===== config.mk =====
export PLATFORM = sky130hd
export DESIGN_NAME = go_back_n_sender_window_top
export DESIGN_NICKNAME = d
export VERILOG_FILES = /design/src/gbn_pkg.sv /design/src/gbn_ram.sv /design/src/gbn_seq.sv /design/src/go_back_n_sender_window_top.sv
export SDC_FILE = /design/constraint.sdc
export NUM_CORES = 1
export LEC_CHECK = 0
export ABC_AREA = 1
export BUFFER_PORTS_ARGS = -buffer_cell sky130_fd_sc_hd__buf_2
export CAP_MARGIN = 20
export CORE_ASPECT_RATIO = 1.5
export CORE_MARGIN = 2
export CORE_UTILIZATION = 60
export DETAILED_ROUTE_END_ITERATION = 8
export PLACE_DENSITY_LB_ADDON = 0.25
export SYNTH_ARGS = -nofsm -noshare
export SYNTH_HDL_FRONTEND = slang
export SYNTH_SLANG_ARGS = --single-unit

===== constraint.sdc =====
create_clock -name clk -period 5.85 [get_ports clk]
set_clock_uncertainty 0.05 [all_clocks]
set_input_delay 0.8775 -clock clk [delete_from_list [all_inputs] [get_ports clk]]
set_output_delay 0.8775 -clock clk [all_outputs]
set_load 0.05 [all_outputs]

===== src/gbn_pkg.sv =====
// ----------------------------------------------------------------------------
// gbn_pkg
// Shared constants, codes, the result beat type and the register clamp
// functions of the go-back-n sender window.
// ----------------------------------------------------------------------------
package gbn_pkg;

  localparam int MAX_WINDOW = 16;
  localparam int SEQ_BITS   = 16;
  localparam int SLOT_BITS  = $clog2(MAX_WINDOW);
  localparam int WIN_BITS   = $clog2(MAX_WINDOW + 1);
  localparam int IDX_BITS   = 2;

  localparam logic [1:0] OP_START   = 2'd0;
  localparam logic [1:0] OP_ACK     = 2'd1;
  localparam logic [1:0] OP_TIMEOUT = 2'd2;

  localparam logic [1:0] KIND_SEND = 2'd0;
  localparam logic [1:0] KIND_DONE = 2'd1;
  localparam logic [1:0] KIND_IDLE = 2'd2;

  localparam logic [IDX_BITS-1:0] REG_WINDOW_SIZE   = 2'd0;
  localparam logic [IDX_BITS-1:0] REG_TOTAL_PACKETS = 2'd1;

  typedef struct packed {
    logic [1:0]           kind;
    logic [SEQ_BITS-1:0]  seq;
    logic [SLOT_BITS-1:0] slot;
    logic                 fin;
    logic                 restart_timer;
    logic                 last;
  } result_t;

  // zero acts as one, anything above the window depth acts as the depth
  function automatic logic [WIN_BITS-1:0] eff_window(input logic [WIN_BITS-1:0] w);
    logic [WIN_BITS-1:0] r;
    r = w;
    if (w == '0) r = WIN_BITS'(1);
    else if (w > WIN_BITS'(MAX_WINDOW)) r = WIN_BITS'(MAX_WINDOW);
    return r;
  endfunction

  // zero acts as one, the all-ones sequence acts as all-ones less one
  function automatic logic [SEQ_BITS-1:0] eff_total(input logic [SEQ_BITS-1:0] t);
    logic [SEQ_BITS-1:0] r;
    r = t;
    if (t == '0) r = SEQ_BITS'(1);
    else if (t == '1) r = '1 - SEQ_BITS'(1);
    return r;
  endfunction

endpackage


===== src/gbn_ram.sv =====
// ----------------------------------------------------------------------------
// gbn_ram
// Generic single write port, single read port RAM with registered read.
// ----------------------------------------------------------------------------
module gbn_ram #(
  parameter int WIDTH = 16,
  parameter int DEPTH = 16
) (
  input  logic                     clk,
  input  logic                     we,
  input  logic [$clog2(DEPTH)-1:0] waddr,
  input  logic [WIDTH-1:0]         wdata,
  input  logic [$clog2(DEPTH)-1:0] raddr,
  output logic [WIDTH-1:0]         rdata
);

  logic [WIDTH-1:0] mem [DEPTH];

  always_ff @(posedge clk) begin
    if (we) begin
      mem[waddr] <= wdata;
    end
    rdata <= mem[raddr];
  end

endmodule


===== src/gbn_seq.sv =====
// ----------------------------------------------------------------------------
// gbn_seq
// Window sequencer: holds the transfer state, walks the window one beat
// per step and reads or writes the slot sequence memory.
// ----------------------------------------------------------------------------
module gbn_seq import gbn_pkg::*; (
  input  logic                 clk,
  input  logic                 rst,
  input  logic                 go,
  input  logic [1:0]           op,
  input  logic [SEQ_BITS-1:0]  ack_num,
  input  logic                 ack_lost,
  input  logic                 ack_corrupt,
  input  logic [WIN_BITS-1:0]  win,
  input  logic [SEQ_BITS-1:0]  total,
  output logic                 busy,
  input  logic                 out_free,
  output logic                 emit,
  output result_t              res,
  output logic                 mem_we,
  output logic [SLOT_BITS-1:0] mem_waddr,
  output logic [SEQ_BITS-1:0]  mem_wdata,
  output logic [SLOT_BITS-1:0] mem_raddr,
  input  logic [SEQ_BITS-1:0]  mem_rdata
);

  typedef enum logic [6:0] {
    S_IDLE    = 7'b0000001,
    S_NORM    = 7'b0000010,
    S_START   = 7'b0000100,
    S_ACK     = 7'b0001000,
    S_TO_RD   = 7'b0010000,
    S_TO_EMIT = 7'b0100000,
    S_SINGLE  = 7'b1000000
  } state_t;

  state_t state, state_next;

  logic [1:0]           op_r;
  logic [SEQ_BITS-1:0]  ack_r;
  logic                 lost_r, corrupt_r;
  logic [WIN_BITS-1:0]  w;
  logic [SEQ_BITS-1:0]  next_seq;
  logic [SEQ_BITS-1:0]  expected_ack;
  logic [SLOT_BITS-1:0] head_slot;
  logic                 final_sent;
  logic [SEQ_BITS-1:0]  final_ack;
  logic [WIN_BITS-1:0]  cnt;
  logic [WIN_BITS-1:0]  steps;
  logic                 nosend;
  logic [SLOT_BITS-1:0] tslot;
  logic [1:0]           sgl_kind;
  logic                 sgl_restart;

  logic [SEQ_BITS:0]    span;
  logic [WIN_BITS-1:0]  span_steps;
  logic [SLOT_BITS-1:0] head_inc, tslot_inc;
  logic [SEQ_BITS-1:0]  seq_inc;
  logic                 new_fin;
  logic                 step_end;
  logic                 to_stop;

  assign span       = {1'b0, ack_r} - {1'b0, expected_ack} + (SEQ_BITS+1)'(1);
  assign span_steps = (span > (SEQ_BITS+1)'(w)) ? w : WIN_BITS'(span);
  assign head_inc   = (({1'b0, head_slot} + WIN_BITS'(1)) == w) ? '0
                    : head_slot + SLOT_BITS'(1);
  assign tslot_inc  = (({1'b0, tslot} + WIN_BITS'(1)) == w) ? '0
                    : tslot + SLOT_BITS'(1);
  assign seq_inc    = next_seq + SEQ_BITS'(1);
  assign new_fin    = (next_seq == total);
  assign step_end   = (state == S_START) ? (cnt == w - WIN_BITS'(1))
                    : (cnt == steps - WIN_BITS'(1));
  assign to_stop    = (cnt == w - WIN_BITS'(1)) ||
                      (final_sent && ((mem_rdata + SEQ_BITS'(1)) == final_ack));

  assign busy      = (state != S_IDLE);
  assign mem_raddr = tslot;
  assign mem_wdata = next_seq;

  always_comb begin
    state_next = state;
    emit       = 1'b0;
    res        = '0;
    mem_we     = 1'b0;
    mem_waddr  = head_slot;
    case (state)
      S_IDLE: begin
        if (go) state_next = S_NORM;
      end
      S_NORM: begin
        if ({1'b0, head_slot} < w) begin
          case (op_r)
            OP_START:   state_next = S_START;
            OP_TIMEOUT: state_next = S_TO_RD;
            OP_ACK: begin
              if (final_sent && ack_r == final_ack) state_next = S_SINGLE;
              else if (!lost_r && !corrupt_r && ack_r >= expected_ack) state_next = S_ACK;
              else state_next = S_SINGLE;
            end
            default: state_next = S_SINGLE;
          endcase
        end
      end
      S_START: begin
        mem_waddr = cnt[SLOT_BITS-1:0];
        if (out_free) begin
          emit              = 1'b1;
          mem_we            = 1'b1;
          res.kind          = KIND_SEND;
          res.seq           = next_seq;
          res.slot          = cnt[SLOT_BITS-1:0];
          res.fin           = new_fin;
          res.restart_timer = 1'b1;
          res.last          = step_end || new_fin;
          if (res.last) state_next = S_IDLE;
        end
      end
      S_ACK: begin
        if (!final_sent) begin
          if (out_free) begin
            emit              = 1'b1;
            mem_we            = 1'b1;
            res.kind          = KIND_SEND;
            res.seq           = next_seq;
            res.slot          = head_slot;
            res.fin           = new_fin;
            res.restart_timer = 1'b1;
            res.last          = step_end || new_fin;
            if (step_end) state_next = S_IDLE;
          end
        end else if (step_end) begin
          state_next = nosend ? S_SINGLE : S_IDLE;
        end
      end
      S_TO_RD: begin
        state_next = S_TO_EMIT;
      end
      S_TO_EMIT: begin
        if (out_free) begin
          emit              = 1'b1;
          res.kind          = KIND_SEND;
          res.seq           = mem_rdata;
          res.slot          = tslot;
          res.fin           = (mem_rdata == total);
          res.restart_timer = 1'b1;
          res.last          = to_stop;
          state_next        = to_stop ? S_IDLE : S_TO_RD;
        end
      end
      S_SINGLE: begin
        if (out_free) begin
          emit              = 1'b1;
          res.kind          = sgl_kind;
          res.restart_timer = sgl_restart;
          res.last          = 1'b1;
          state_next        = S_IDLE;
        end
      end
      default: state_next = S_IDLE;
    endcase
  end

  always_ff @(posedge clk) begin
    if (rst) begin
      state        <= S_IDLE;
      next_seq     <= SEQ_BITS'(1);
      expected_ack <= SEQ_BITS'(2);
      head_slot    <= '0;
      final_sent   <= 1'b0;
      final_ack    <= '0;
    end else begin
      state <= state_next;
      case (state)
        S_IDLE: begin
          if (go) begin
            op_r      <= op;
            ack_r     <= ack_num;
            lost_r    <= ack_lost;
            corrupt_r <= ack_corrupt;
            w         <= win;
          end
        end
        S_NORM: begin
          cnt   <= '0;
          tslot <= head_slot;
          if ({1'b0, head_slot} >= w) begin
            head_slot <= head_slot - SLOT_BITS'(w);
          end else begin
            sgl_kind    <= (op_r == OP_ACK && final_sent && ack_r == final_ack) ? KIND_DONE
                         : KIND_IDLE;
            sgl_restart <= 1'b0;
            case (op_r)
              OP_START: begin
                next_seq     <= SEQ_BITS'(1);
                expected_ack <= SEQ_BITS'(2);
                head_slot    <= '0;
                final_sent   <= 1'b0;
                final_ack    <= '0;
              end
              OP_ACK: begin
                steps  <= span_steps;
                nosend <= final_sent;
              end
              default: begin
              end
            endcase
          end
        end
        S_START: begin
          if (out_free) begin
            next_seq <= seq_inc;
            cnt      <= cnt + WIN_BITS'(1);
            if (new_fin) begin
              final_sent <= 1'b1;
              final_ack  <= seq_inc;
            end
          end
        end
        S_ACK: begin
          if (final_sent || out_free) begin
            head_slot    <= head_inc;
            expected_ack <= expected_ack + SEQ_BITS'(1);
            cnt          <= cnt + WIN_BITS'(1);
            sgl_restart  <= 1'b1;
            if (!final_sent) begin
              next_seq <= seq_inc;
              if (new_fin) begin
                final_sent <= 1'b1;
                final_ack  <= seq_inc;
              end
            end
          end
        end
        S_TO_EMIT: begin
          if (out_free) begin
            tslot <= tslot_inc;
            cnt   <= cnt + WIN_BITS'(1);
          end
        end
        default: begin
        end
      endcase
    end
  end

endmodule


===== src/go_back_n_sender_window_top.sv =====
// ----------------------------------------------------------------------------
// go_back_n_sender_window_top
// Every input beat first passes through the decode state, which repeats and
// wraps the head slot while the window is shrunk to or below it. A start
// beat sends sequences 1 upward into slots 0 upward, one result beat per
// cycle while the output is not stalled, until the window is full or the
// final packet is out. A valid ack beat slides the window one slot per cycle
// while the output is not stalled, sending a beat for each new packet; slots
// slid after the final packet advance without a beat. A timeout beat resends
// from the head slot, each beat taking a read state for the registered read
// of the slot sequence memory and an emit state, until the window or the
// final packet is resent. One input beat is worked on at a time and gives up
// to a window of result beats; the output register lets the next input beat
// in once the sequencer is idle, while the final result beat may still wait.
// ----------------------------------------------------------------------------
module go_back_n_sender_window_top import gbn_pkg::*; (
  input  logic                 clk,
  input  logic                 rst,
  input  logic                 item_valid,
  output logic                 item_stall,
  input  logic [1:0]           op,
  input  logic [SEQ_BITS-1:0]  ack_num,
  input  logic                 ack_lost,
  input  logic                 ack_corrupt,
  output logic                 result_valid,
  input  logic                 result_stall,
  output logic [1:0]           kind,
  output logic [SEQ_BITS-1:0]  seq,
  output logic [SLOT_BITS-1:0] slot,
  output logic                 fin,
  output logic                 restart_timer,
  output logic                 last,
  input  logic                 cfg_valid,
  output logic                 cfg_ready,
  input  logic [IDX_BITS-1:0]  cfg_index,
  input  logic [SEQ_BITS-1:0]  cfg_data
);

  logic [WIN_BITS-1:0]  win_reg;
  logic [SEQ_BITS-1:0]  total_packets;
  logic                 busy;
  logic                 out_free;
  logic                 emit;
  result_t              res;
  result_t              out_r;
  logic                 mem_we;
  logic [SLOT_BITS-1:0] mem_waddr, mem_raddr;
  logic [SEQ_BITS-1:0]  mem_wdata, mem_rdata;

  assign cfg_ready  = 1'b1;
  assign item_stall = busy;
  assign out_free   = !result_valid || !result_stall;

  always_ff @(posedge clk) begin
    if (rst) begin
      win_reg       <= WIN_BITS'(4);
      total_packets <= SEQ_BITS'(1);
    end else if (cfg_valid && cfg_ready) begin
      case (cfg_index)
        REG_WINDOW_SIZE:   win_reg       <= cfg_data[WIN_BITS-1:0];
        REG_TOTAL_PACKETS: total_packets <= cfg_data;
        default: begin
        end
      endcase
    end
  end

  gbn_ram #(
    .WIDTH (SEQ_BITS),
    .DEPTH (MAX_WINDOW)
  ) u_slot_ram (
    .clk   (clk),
    .we    (mem_we),
    .waddr (mem_waddr),
    .wdata (mem_wdata),
    .raddr (mem_raddr),
    .rdata (mem_rdata)
  );

  gbn_seq u_seq (
    .clk         (clk),
    .rst         (rst),
    .go          (item_valid && !item_stall),
    .op          (op),
    .ack_num     (ack_num),
    .ack_lost    (ack_lost),
    .ack_corrupt (ack_corrupt),
    .win         (eff_window(win_reg)),
    .total       (eff_total(total_packets)),
    .busy        (busy),
    .out_free    (out_free),
    .emit        (emit),
    .res         (res),
    .mem_we      (mem_we),
    .mem_waddr   (mem_waddr),
    .mem_wdata   (mem_wdata),
    .mem_raddr   (mem_raddr),
    .mem_rdata   (mem_rdata)
  );

  // output register
  always_ff @(posedge clk) begin
    if (rst) begin
      result_valid <= 1'b0;
    end else if (emit) begin
      result_valid <= 1'b1;
    end else if (!result_stall) begin
      result_valid <= 1'b0;
    end
  end

  always_ff @(posedge clk) begin
    if (emit) begin
      out_r <= res;
    end
  end

  assign kind          = out_r.kind;
  assign seq           = out_r.seq;
  assign slot          = out_r.slot;
  assign fin           = out_r.fin;
  assign restart_timer = out_r.restart_timer;
  assign last          = out_r.last;

endmodule

==> Word level (Yosys, flattened, before mapping) <==
Memories as Yosys holds them, arrays and structs flattened. A register that Yosys moved wholly into a read port is not among the register bits.
Index checks and enable logic that the tools add are counted.
{ "word_totals": {"regBits": 150, "latch_bits": 0, "mem_bits_rw": 256, "rom_bits": 0, "inputBits": 43, "n_memories": 1} }
{ "memory_table": {"columns": ["name", "depth", "width", "read_ports", "rd_ports_with_merged_regs", "wr", "line", "rtl"], "rows": [
  ["u_slot_ram.mem", 16, 16, 1, 1, 1, "gbn_ram.sv:17", "logic [WIDTH-1:0] mem [DEPTH];"]
]} }
{ "classes": {"add_sub_neg": 13, "multipliers": 0, "div_mod_pow": 0, "order_cmp": 5, "eq_ne": 37, "shift": 0, "n_mux": 79, "n_bitwise": 2, "reduce_logical": 40} }
{ "ops": {"columns": ["op", "n"], "rows": [
  ["$mux 16", 16],
  ["$pmux 16 s3", 2],
  ["$mux 7", 13],
  ["$mux 23", 3],
  ["$eq 16x16->1", 4],
  ["$pmux 21 s3", 1],
  ["$pmux 7 s7", 1],
  ["$add 16x1->16 const B", 3],
  ["$pmux 16 s2", 1],
  ["$mux 4", 7],
  ["$mux 25", 1],
  ["$mux 5", 5],
  ["$pmux 7 s3", 1],
  ["$eq 5x5->1", 4],
  ["$ne 2x1->1 const B", 9],
  ["$add 17x1->17 const B", 1],
  ["$gt 17x5->1", 1],
  ["$sub 16x16->17", 1],
  ["$eq 16x16->1 const B", 1],
  ["$ge 16x16->1", 1],
  ["$logic_not 16->1", 1],
  ["$mux 1", 16],
  ["$pmux 2 s4", 2],
  ["$pmux 4 s2", 2],
  ["other kinds (41)", 79]
]} }

==> Depth between registers and ports, before layout <==
{ "logic_depth": {"ltp_word": 8, "mapped_depth": 20} }

==> Modules after synthesis <==
A second synthesis with hierarchy kept.
{ "unflattened": {"hier_cells": 2518, "hier_area_um2": 21810.9} }
{ "modules_own_cells": {"columns": ["module", "instances", "cells_each", "area_per_inst_um2", "seq_area_each_um2"], "rows": [
  ["gbn_ram", 1, 1074, 11388.4, 8007.7],
  ["gbn_seq", 1, 1263, 8653.3, 2492.4],
  ["go_back_n_sender_window_top", 1, 181, 1769.2, 1191.1]
]} }

==> Worst setup path after synthesis <==
Ideal clock, no wire load.
{ "synth_timing": {"path_type": "flip-flop to flip-flop", "from": "reg u_seq.expected_ack[2]", "to": "reg u_seq.steps[0] (data pin)", "setup_ns": 0.250, "t_arrival_ns": 2.800, "t_required_ns": 5.550, "path_slack_ns": 2.750, "path_stages_with_launch": 17, "path_buffers": 0, "synth_period_minus_slack_ns": 3.100, "cell_sequence": "dfxtp_1 > inv_1 > ha_1 > inv_1 > fa_1 > inv_1 > a21oi_1 > nand2_1 > xor2_1 > ha_1 > nand2_1 > nor3b_1 > nand4_1 > a21oi_1 > nand3_1 > nand2_1 > inv_1"} }
{ "synth_via": {"elab_chain_cells": 4} }
{ "synth_rtl": {"columns": ["item", "line", "rtl"], "rows": [
  ["from (decl)", "gbn_seq.sv:44", "logic [SEQ_BITS-1:0] expected_ack;"],
  ["from (signal assigned)", "gbn_seq.sv:222", "expected_ack <= expected_ack + SEQ_BITS'(1);"],
  ["$sub 16x16->17", "gbn_seq.sv:63", "assign span = {1'b0, ack_r} - {1'b0, expected_ack} + (SEQ_BITS+1)'(1);"],
  ["$add 17x1->17", "gbn_seq.sv:63", null],
  ["$gt 17x5->1", "gbn_seq.sv:64", "assign span_steps = (span > (SEQ_BITS+1)'(w)) ? w : WIN_BITS'(span);"],
  ["$mux 5", "gbn_seq.sv:64", null],
  ["net u_seq.span_steps[0]", "gbn_seq.sv:56", "logic [WIN_BITS-1:0] span_steps;"],
  ["to (signal assigned)", "gbn_seq.sv:201", "steps <= span_steps;"],
  ["to (decl)", "gbn_seq.sv:49", "logic [WIN_BITS-1:0] steps;"]
]} }
The timed path passes the listed nets, and every way through them passes these cells.
A chain may end at the register's enable or synchronous reset.

==> Worst setup path after layout <==
{ "layout_timing": {"from": "reg u_seq.state[0]", "to": "mem u_slot_ram.mem[7][13], enable pin"} }
{ "layout_via": {"elab_chain_cells": 4, "word_cells_on_any_way": 6, "classes_between": "eq/ne: 2; mux: 4"} }
{ "layout_rtl": {"columns": ["item", "line", "rtl"], "rows": [
  ["from (decl)", "gbn_seq.sv:37", "state_t state, state_next;"],
  ["from (signal assigned)", "gbn_seq.sv:172", "state <= state_next;"],
  ["$eq 7x4->1 or $eq 7x3->1 (tied branches)", "gbn_seq.sv:86", "case (state)"],
  ["$pmux 1 s2", "gbn_seq.sv:86", null],
  ["$mux 1", "gbn_ram.sv:20", "if (we) begin"],
  ["$mux 1 (not written as such)", "gbn_ram.sv:21", "mem[waddr] <= wdata;"],
  ["to (decl)", "gbn_ram.sv:17", null]
]} }
Parallel ways exist; a longest one is shown, timed or not.

==> impl_metrics.py <==
metrics = {
    "status": {
        "status": "finished, final reports clean",
    },
    "clock_tree": {
        "cts.sinks": 422,
        "cts.repair.resized": 0,
        "cts-root-buf": "clkbuf_16",
        "cts_made_buffers": 39,
        "cts_tree": "done",
        "htree_levels": 2,
        "clock_path_buffers": 3,
        "hold_buffers": 0,
        "postCtsSetupRepairBufs": 0,
        "cts.clk_slew.worst_paths_ns": 0.06,
        "insertion_delay_ns": 0.55,
    },
    "worst_setup_path": {
        "critical_path.startpoint": "u_seq.state[0]$_SDFFE_PP1P_",
        "critPathBufInv": 5,
        "path_cells": "inv_1 -> nand2_1 -> nor4_4 -> inv_2 -> nor2_1 -> inv_1 -> nand2_1 -> inv_1 -> nor2_1 -> nand2_1 -> nor2_1 -> buf_4",
        "rr_worst_depth": 12,
        "crit_path_start_kind": "flip-flop",
        "max_stage_delay_ns": 0.66,
        "slowest_stage": "nor2_1",
        "worstPathArrival_ns": 3.89,
        "cp_top_family": "simple AND/OR/NAND/NOR gates",
        "required_ns": 6.05,
        "crit_type": "flip-flop to flip-flop",
        "r2r-end": "u_slot_ram.mem[7][13]$_DFFE_PP_",
        "r2r-start": "u_seq.state[0]$_SDFFE_PP1P_",
        "cp.depth": 12,
        "worstSetupEndpointType": "flip-flop",
        "worst_setup_path_endpoint": "u_slot_ram.mem[7][13]$_DFFE_PP_",
        "r2r_setup_slack_ns": 2.16,
        "cp_max_fo": 20,
    },
    "finish": {
        "nFillCells": 2593,
        "drive_above_1_share_pct": 9.43,
        "n_antenna_cell": 0,
        "synthToLayoutAreaGrowth_pct": 10.1,
        "layout_commonest_cell": "edfxtp_1",
        "most-common-layout-cells": "edfxtp_1, nand2_1, nor2_1",
        "top_register": "u_slot_ram.mem",
        "final_util_pct": 67.0,
        "finish.net_count": 2205,
        "largest_reg_flops": 256,
        "fin_area_mm2": 0.0224,
    },
    "timing": {
        "setup_tns_ns": 0,
        "hold_viol": 0,
        "relSlewSlack_pct": 28.1,
        "hold_slack_ns": 0.455,
        "final_max_slew_viol_count": 0,
        "fin_crit_sh_pct": 63.1,
        "min_period_ns": 3.69,
        "rsz0062_at_grt": "no",
        "setup_viol_count_final": 0,
        "tightestPinTransition_ns": 1.08,
        "fmax_ghz": 0.271,
    },
    "place": {
        "dpl_cell_area_mm2": 0.0212,
        "routabilityCongestion": 0.988,
        "numPortBuffers": 69,
        "dp_hpwl_um": 37900,
    },
    "die": {
        "die-area_mm2": 0.0354,
        "start_util_pct": 60.8,
        "die_y_um": 230,
        "io_pins": 71,
        "core_area_mm2": 0.0334,
        "die_w_um": 154,
        "row_count": 82,
    },
    "global_route": {
        "use_met1_pct": 34.3,
        "grt_util_all_layers_pct": 30.4,
        "grt_overflow_total": 0,
        "antenna_found_initial": 0,
        "grt_max_degree": 102,
        "met3_usage_pct": 3.58,
        "grt-busiest-layer": "met2",
        "grt_pass1_vias": 15100,
        "grt_pass1_wl_um": 82300,
        "met2_usage_pct": 55.4,
    },
    "synthesis": {
        "yosysSeqAreaShare_pct": 57.5,
        "ys_ff_latch": 422,
        "yosysWarnings": 0,
        "synth-edff-count": 324,
        "synthesis.nets": 2129,
        "syn_avg_cell_area_um2": 10.0,
        "synth.distinct_cells": 58,
        "syn_inst": 2025,
        "synth_ff_type": "edfxtp_1",
        "async_flop_share_pct": 0,
        "synthesis.area_mm2": 0.0203,
    },
    "drt": {
        "num_vias": 15200,
        "dr.pass1.iters": 5,
        "antenna_left": 0,
        "drc": 0,
        "drt_iter0_markers": 1274,
        "via_per_inst": 5.94,
        "wl_per_cell_um": 21.0,
        "drt_wl_total_um": 53700,
    },
    "pwr": {
        "seqPwrFrac_pct": 48.0,
        "p_sw_mw": 2.70,
        "p_leak_nw": 8.77,
        "power_frac_comb_pct": 22.1,
        "powerDensity_mw_per_mm2": 368,
        "pwr-share-clk_pct": 30.0,
        "p_int_mw": 5.54,
        "swShare_pct": 32.8,
        "ir_drop_mv": 0.284,
    },
    "job": {
        "max-cap-violations": 0,
    },
    "worst_hold_path": {
        "hold_path_class": "primary input to flip-flop",
    },
}
power groups by stage:
stage	clock, mW	combinational, mW	sequential [mW]
global route	2.62	2.01	3.97
finish	2.47	1.82	3.95
floorplan	0	1.18	4.00
global placement	0	1.76	3.99
detailed placement	0	1.80	4.00
CTS	2.50	1.81	3.94
stage by stage:
| step | cells | setup slack, ns | power (mW) |
|---|---|---|---|
| global route | 2551 | 1.93 | 8.59 |
| finish | 2551 | 2.16 | 8.24 |
| global placement | 2478 | 2.18 | 5.75 |
| floorplan | 2025 | 2.75 | 5.18 |
| CTS | 2550 | 2.26 | 8.25 |
| detailed placement | 2479 | 2.12 | 5.80 |
how the worst min path moves through the flow:
stage	start	endpoint	slack [ns]	cells past startpoint
finish	ack_num[3]	u_seq.ack_r[3]$_DFFE_PP_	0.45	1
CTS	ack_num[8]	u_seq.ack_r[8]$_DFFE_PP_	0.44	1
floorplan	u_seq.expected_ack[4]$_SDFFE_PP0P_	u_seq.expected_ack[4]$_SDFFE_PP0P_	0.40	2
detailed placement	u_seq.final_ack[6]$_SDFFE_PP0P_	u_seq.final_ack[6]$_SDFFE_PP0P_	0.45	2
global route	ack_num[7]	u_seq.ack_r[7]$_DFFE_PP_	0.43	1
global placement	u_seq.final_ack[0]$_SDFFE_PP0P_	u_seq.final_ack[0]$_SDFFE_PP0P_	0.44	2
cells in the mapped netlist, drive strengths merged (3+ instances only):
cell    instances  share of area (%)
o22ai          15               0.46
o32ai          10               0.43
nor3b           5               0.21
edfxtp        324                 48
xor2           55                2.4
nand3          94                2.3
nor2          271                5.1
nor4           10               0.46
inv           221                4.1
dfxtp          98                9.6
a21oi          74                1.9
fa              9               0.89
or2            13               0.40
o211ai         17               0.63
clkinv          3              0.055
nand4          25               0.77
buf            16               0.45
clkbuf         50               0.92
o221ai         57                2.5
nand3b          4               0.15
o21bai          5               0.18
xnor2          20               0.86
o21ai         166                4.1
mux2i          54                2.7
ha             52                3.2
nor3           33               0.92
nand2         306                5.8
worst register-to-register path, stage by stage, from the launching register on:
cell,delay (ns)
dfxtp_1,0.33
inv_1,0.08
nand2_1,0.12
nor4_4,0.49
inv_2,0.14
nor2_1,0.16
inv_1,0.11
nand2_1,0.17
inv_1,0.35
nor2_1,0.28
nand2_1,0.15
nor2_1,0.66
buf_4,0.31
layer usage:
layer,vias to the layer above,share of wire [%]
met5,-,0
met4,0,6.2
met3,172,5.6
met2,582,52
met1,7209,36
li1,7188,-
kinds of logic after synthesis:
| kind of cell | synth area share, % |
|---|---|
| simple gates | 16.1 |
| flops | 57.5 |
| compound gates | 10.8 |
| buf+inv | 5.52 |
| xor+xnor | 3.34 |
| fa+ha+maj | 4.08 |
| mux | 2.66 |
| other cells | 0.0184 |
cell type report:
cell class | count | area [um2] | area share, %
inverters | 224 | 843 | 3.76
clock inverters | 26 | 228 | 1.02
repair buffers | 101 | 587 | 2.62
clock buffers | 45 | 998 | 4.46
well taps | 420 | 526 | 2.35
flip-flops and latches | 422 | 11700 | 52.2
multi-input cells | 1313 | 7540 | 33.6
Power figures use the tool's default switching activity.
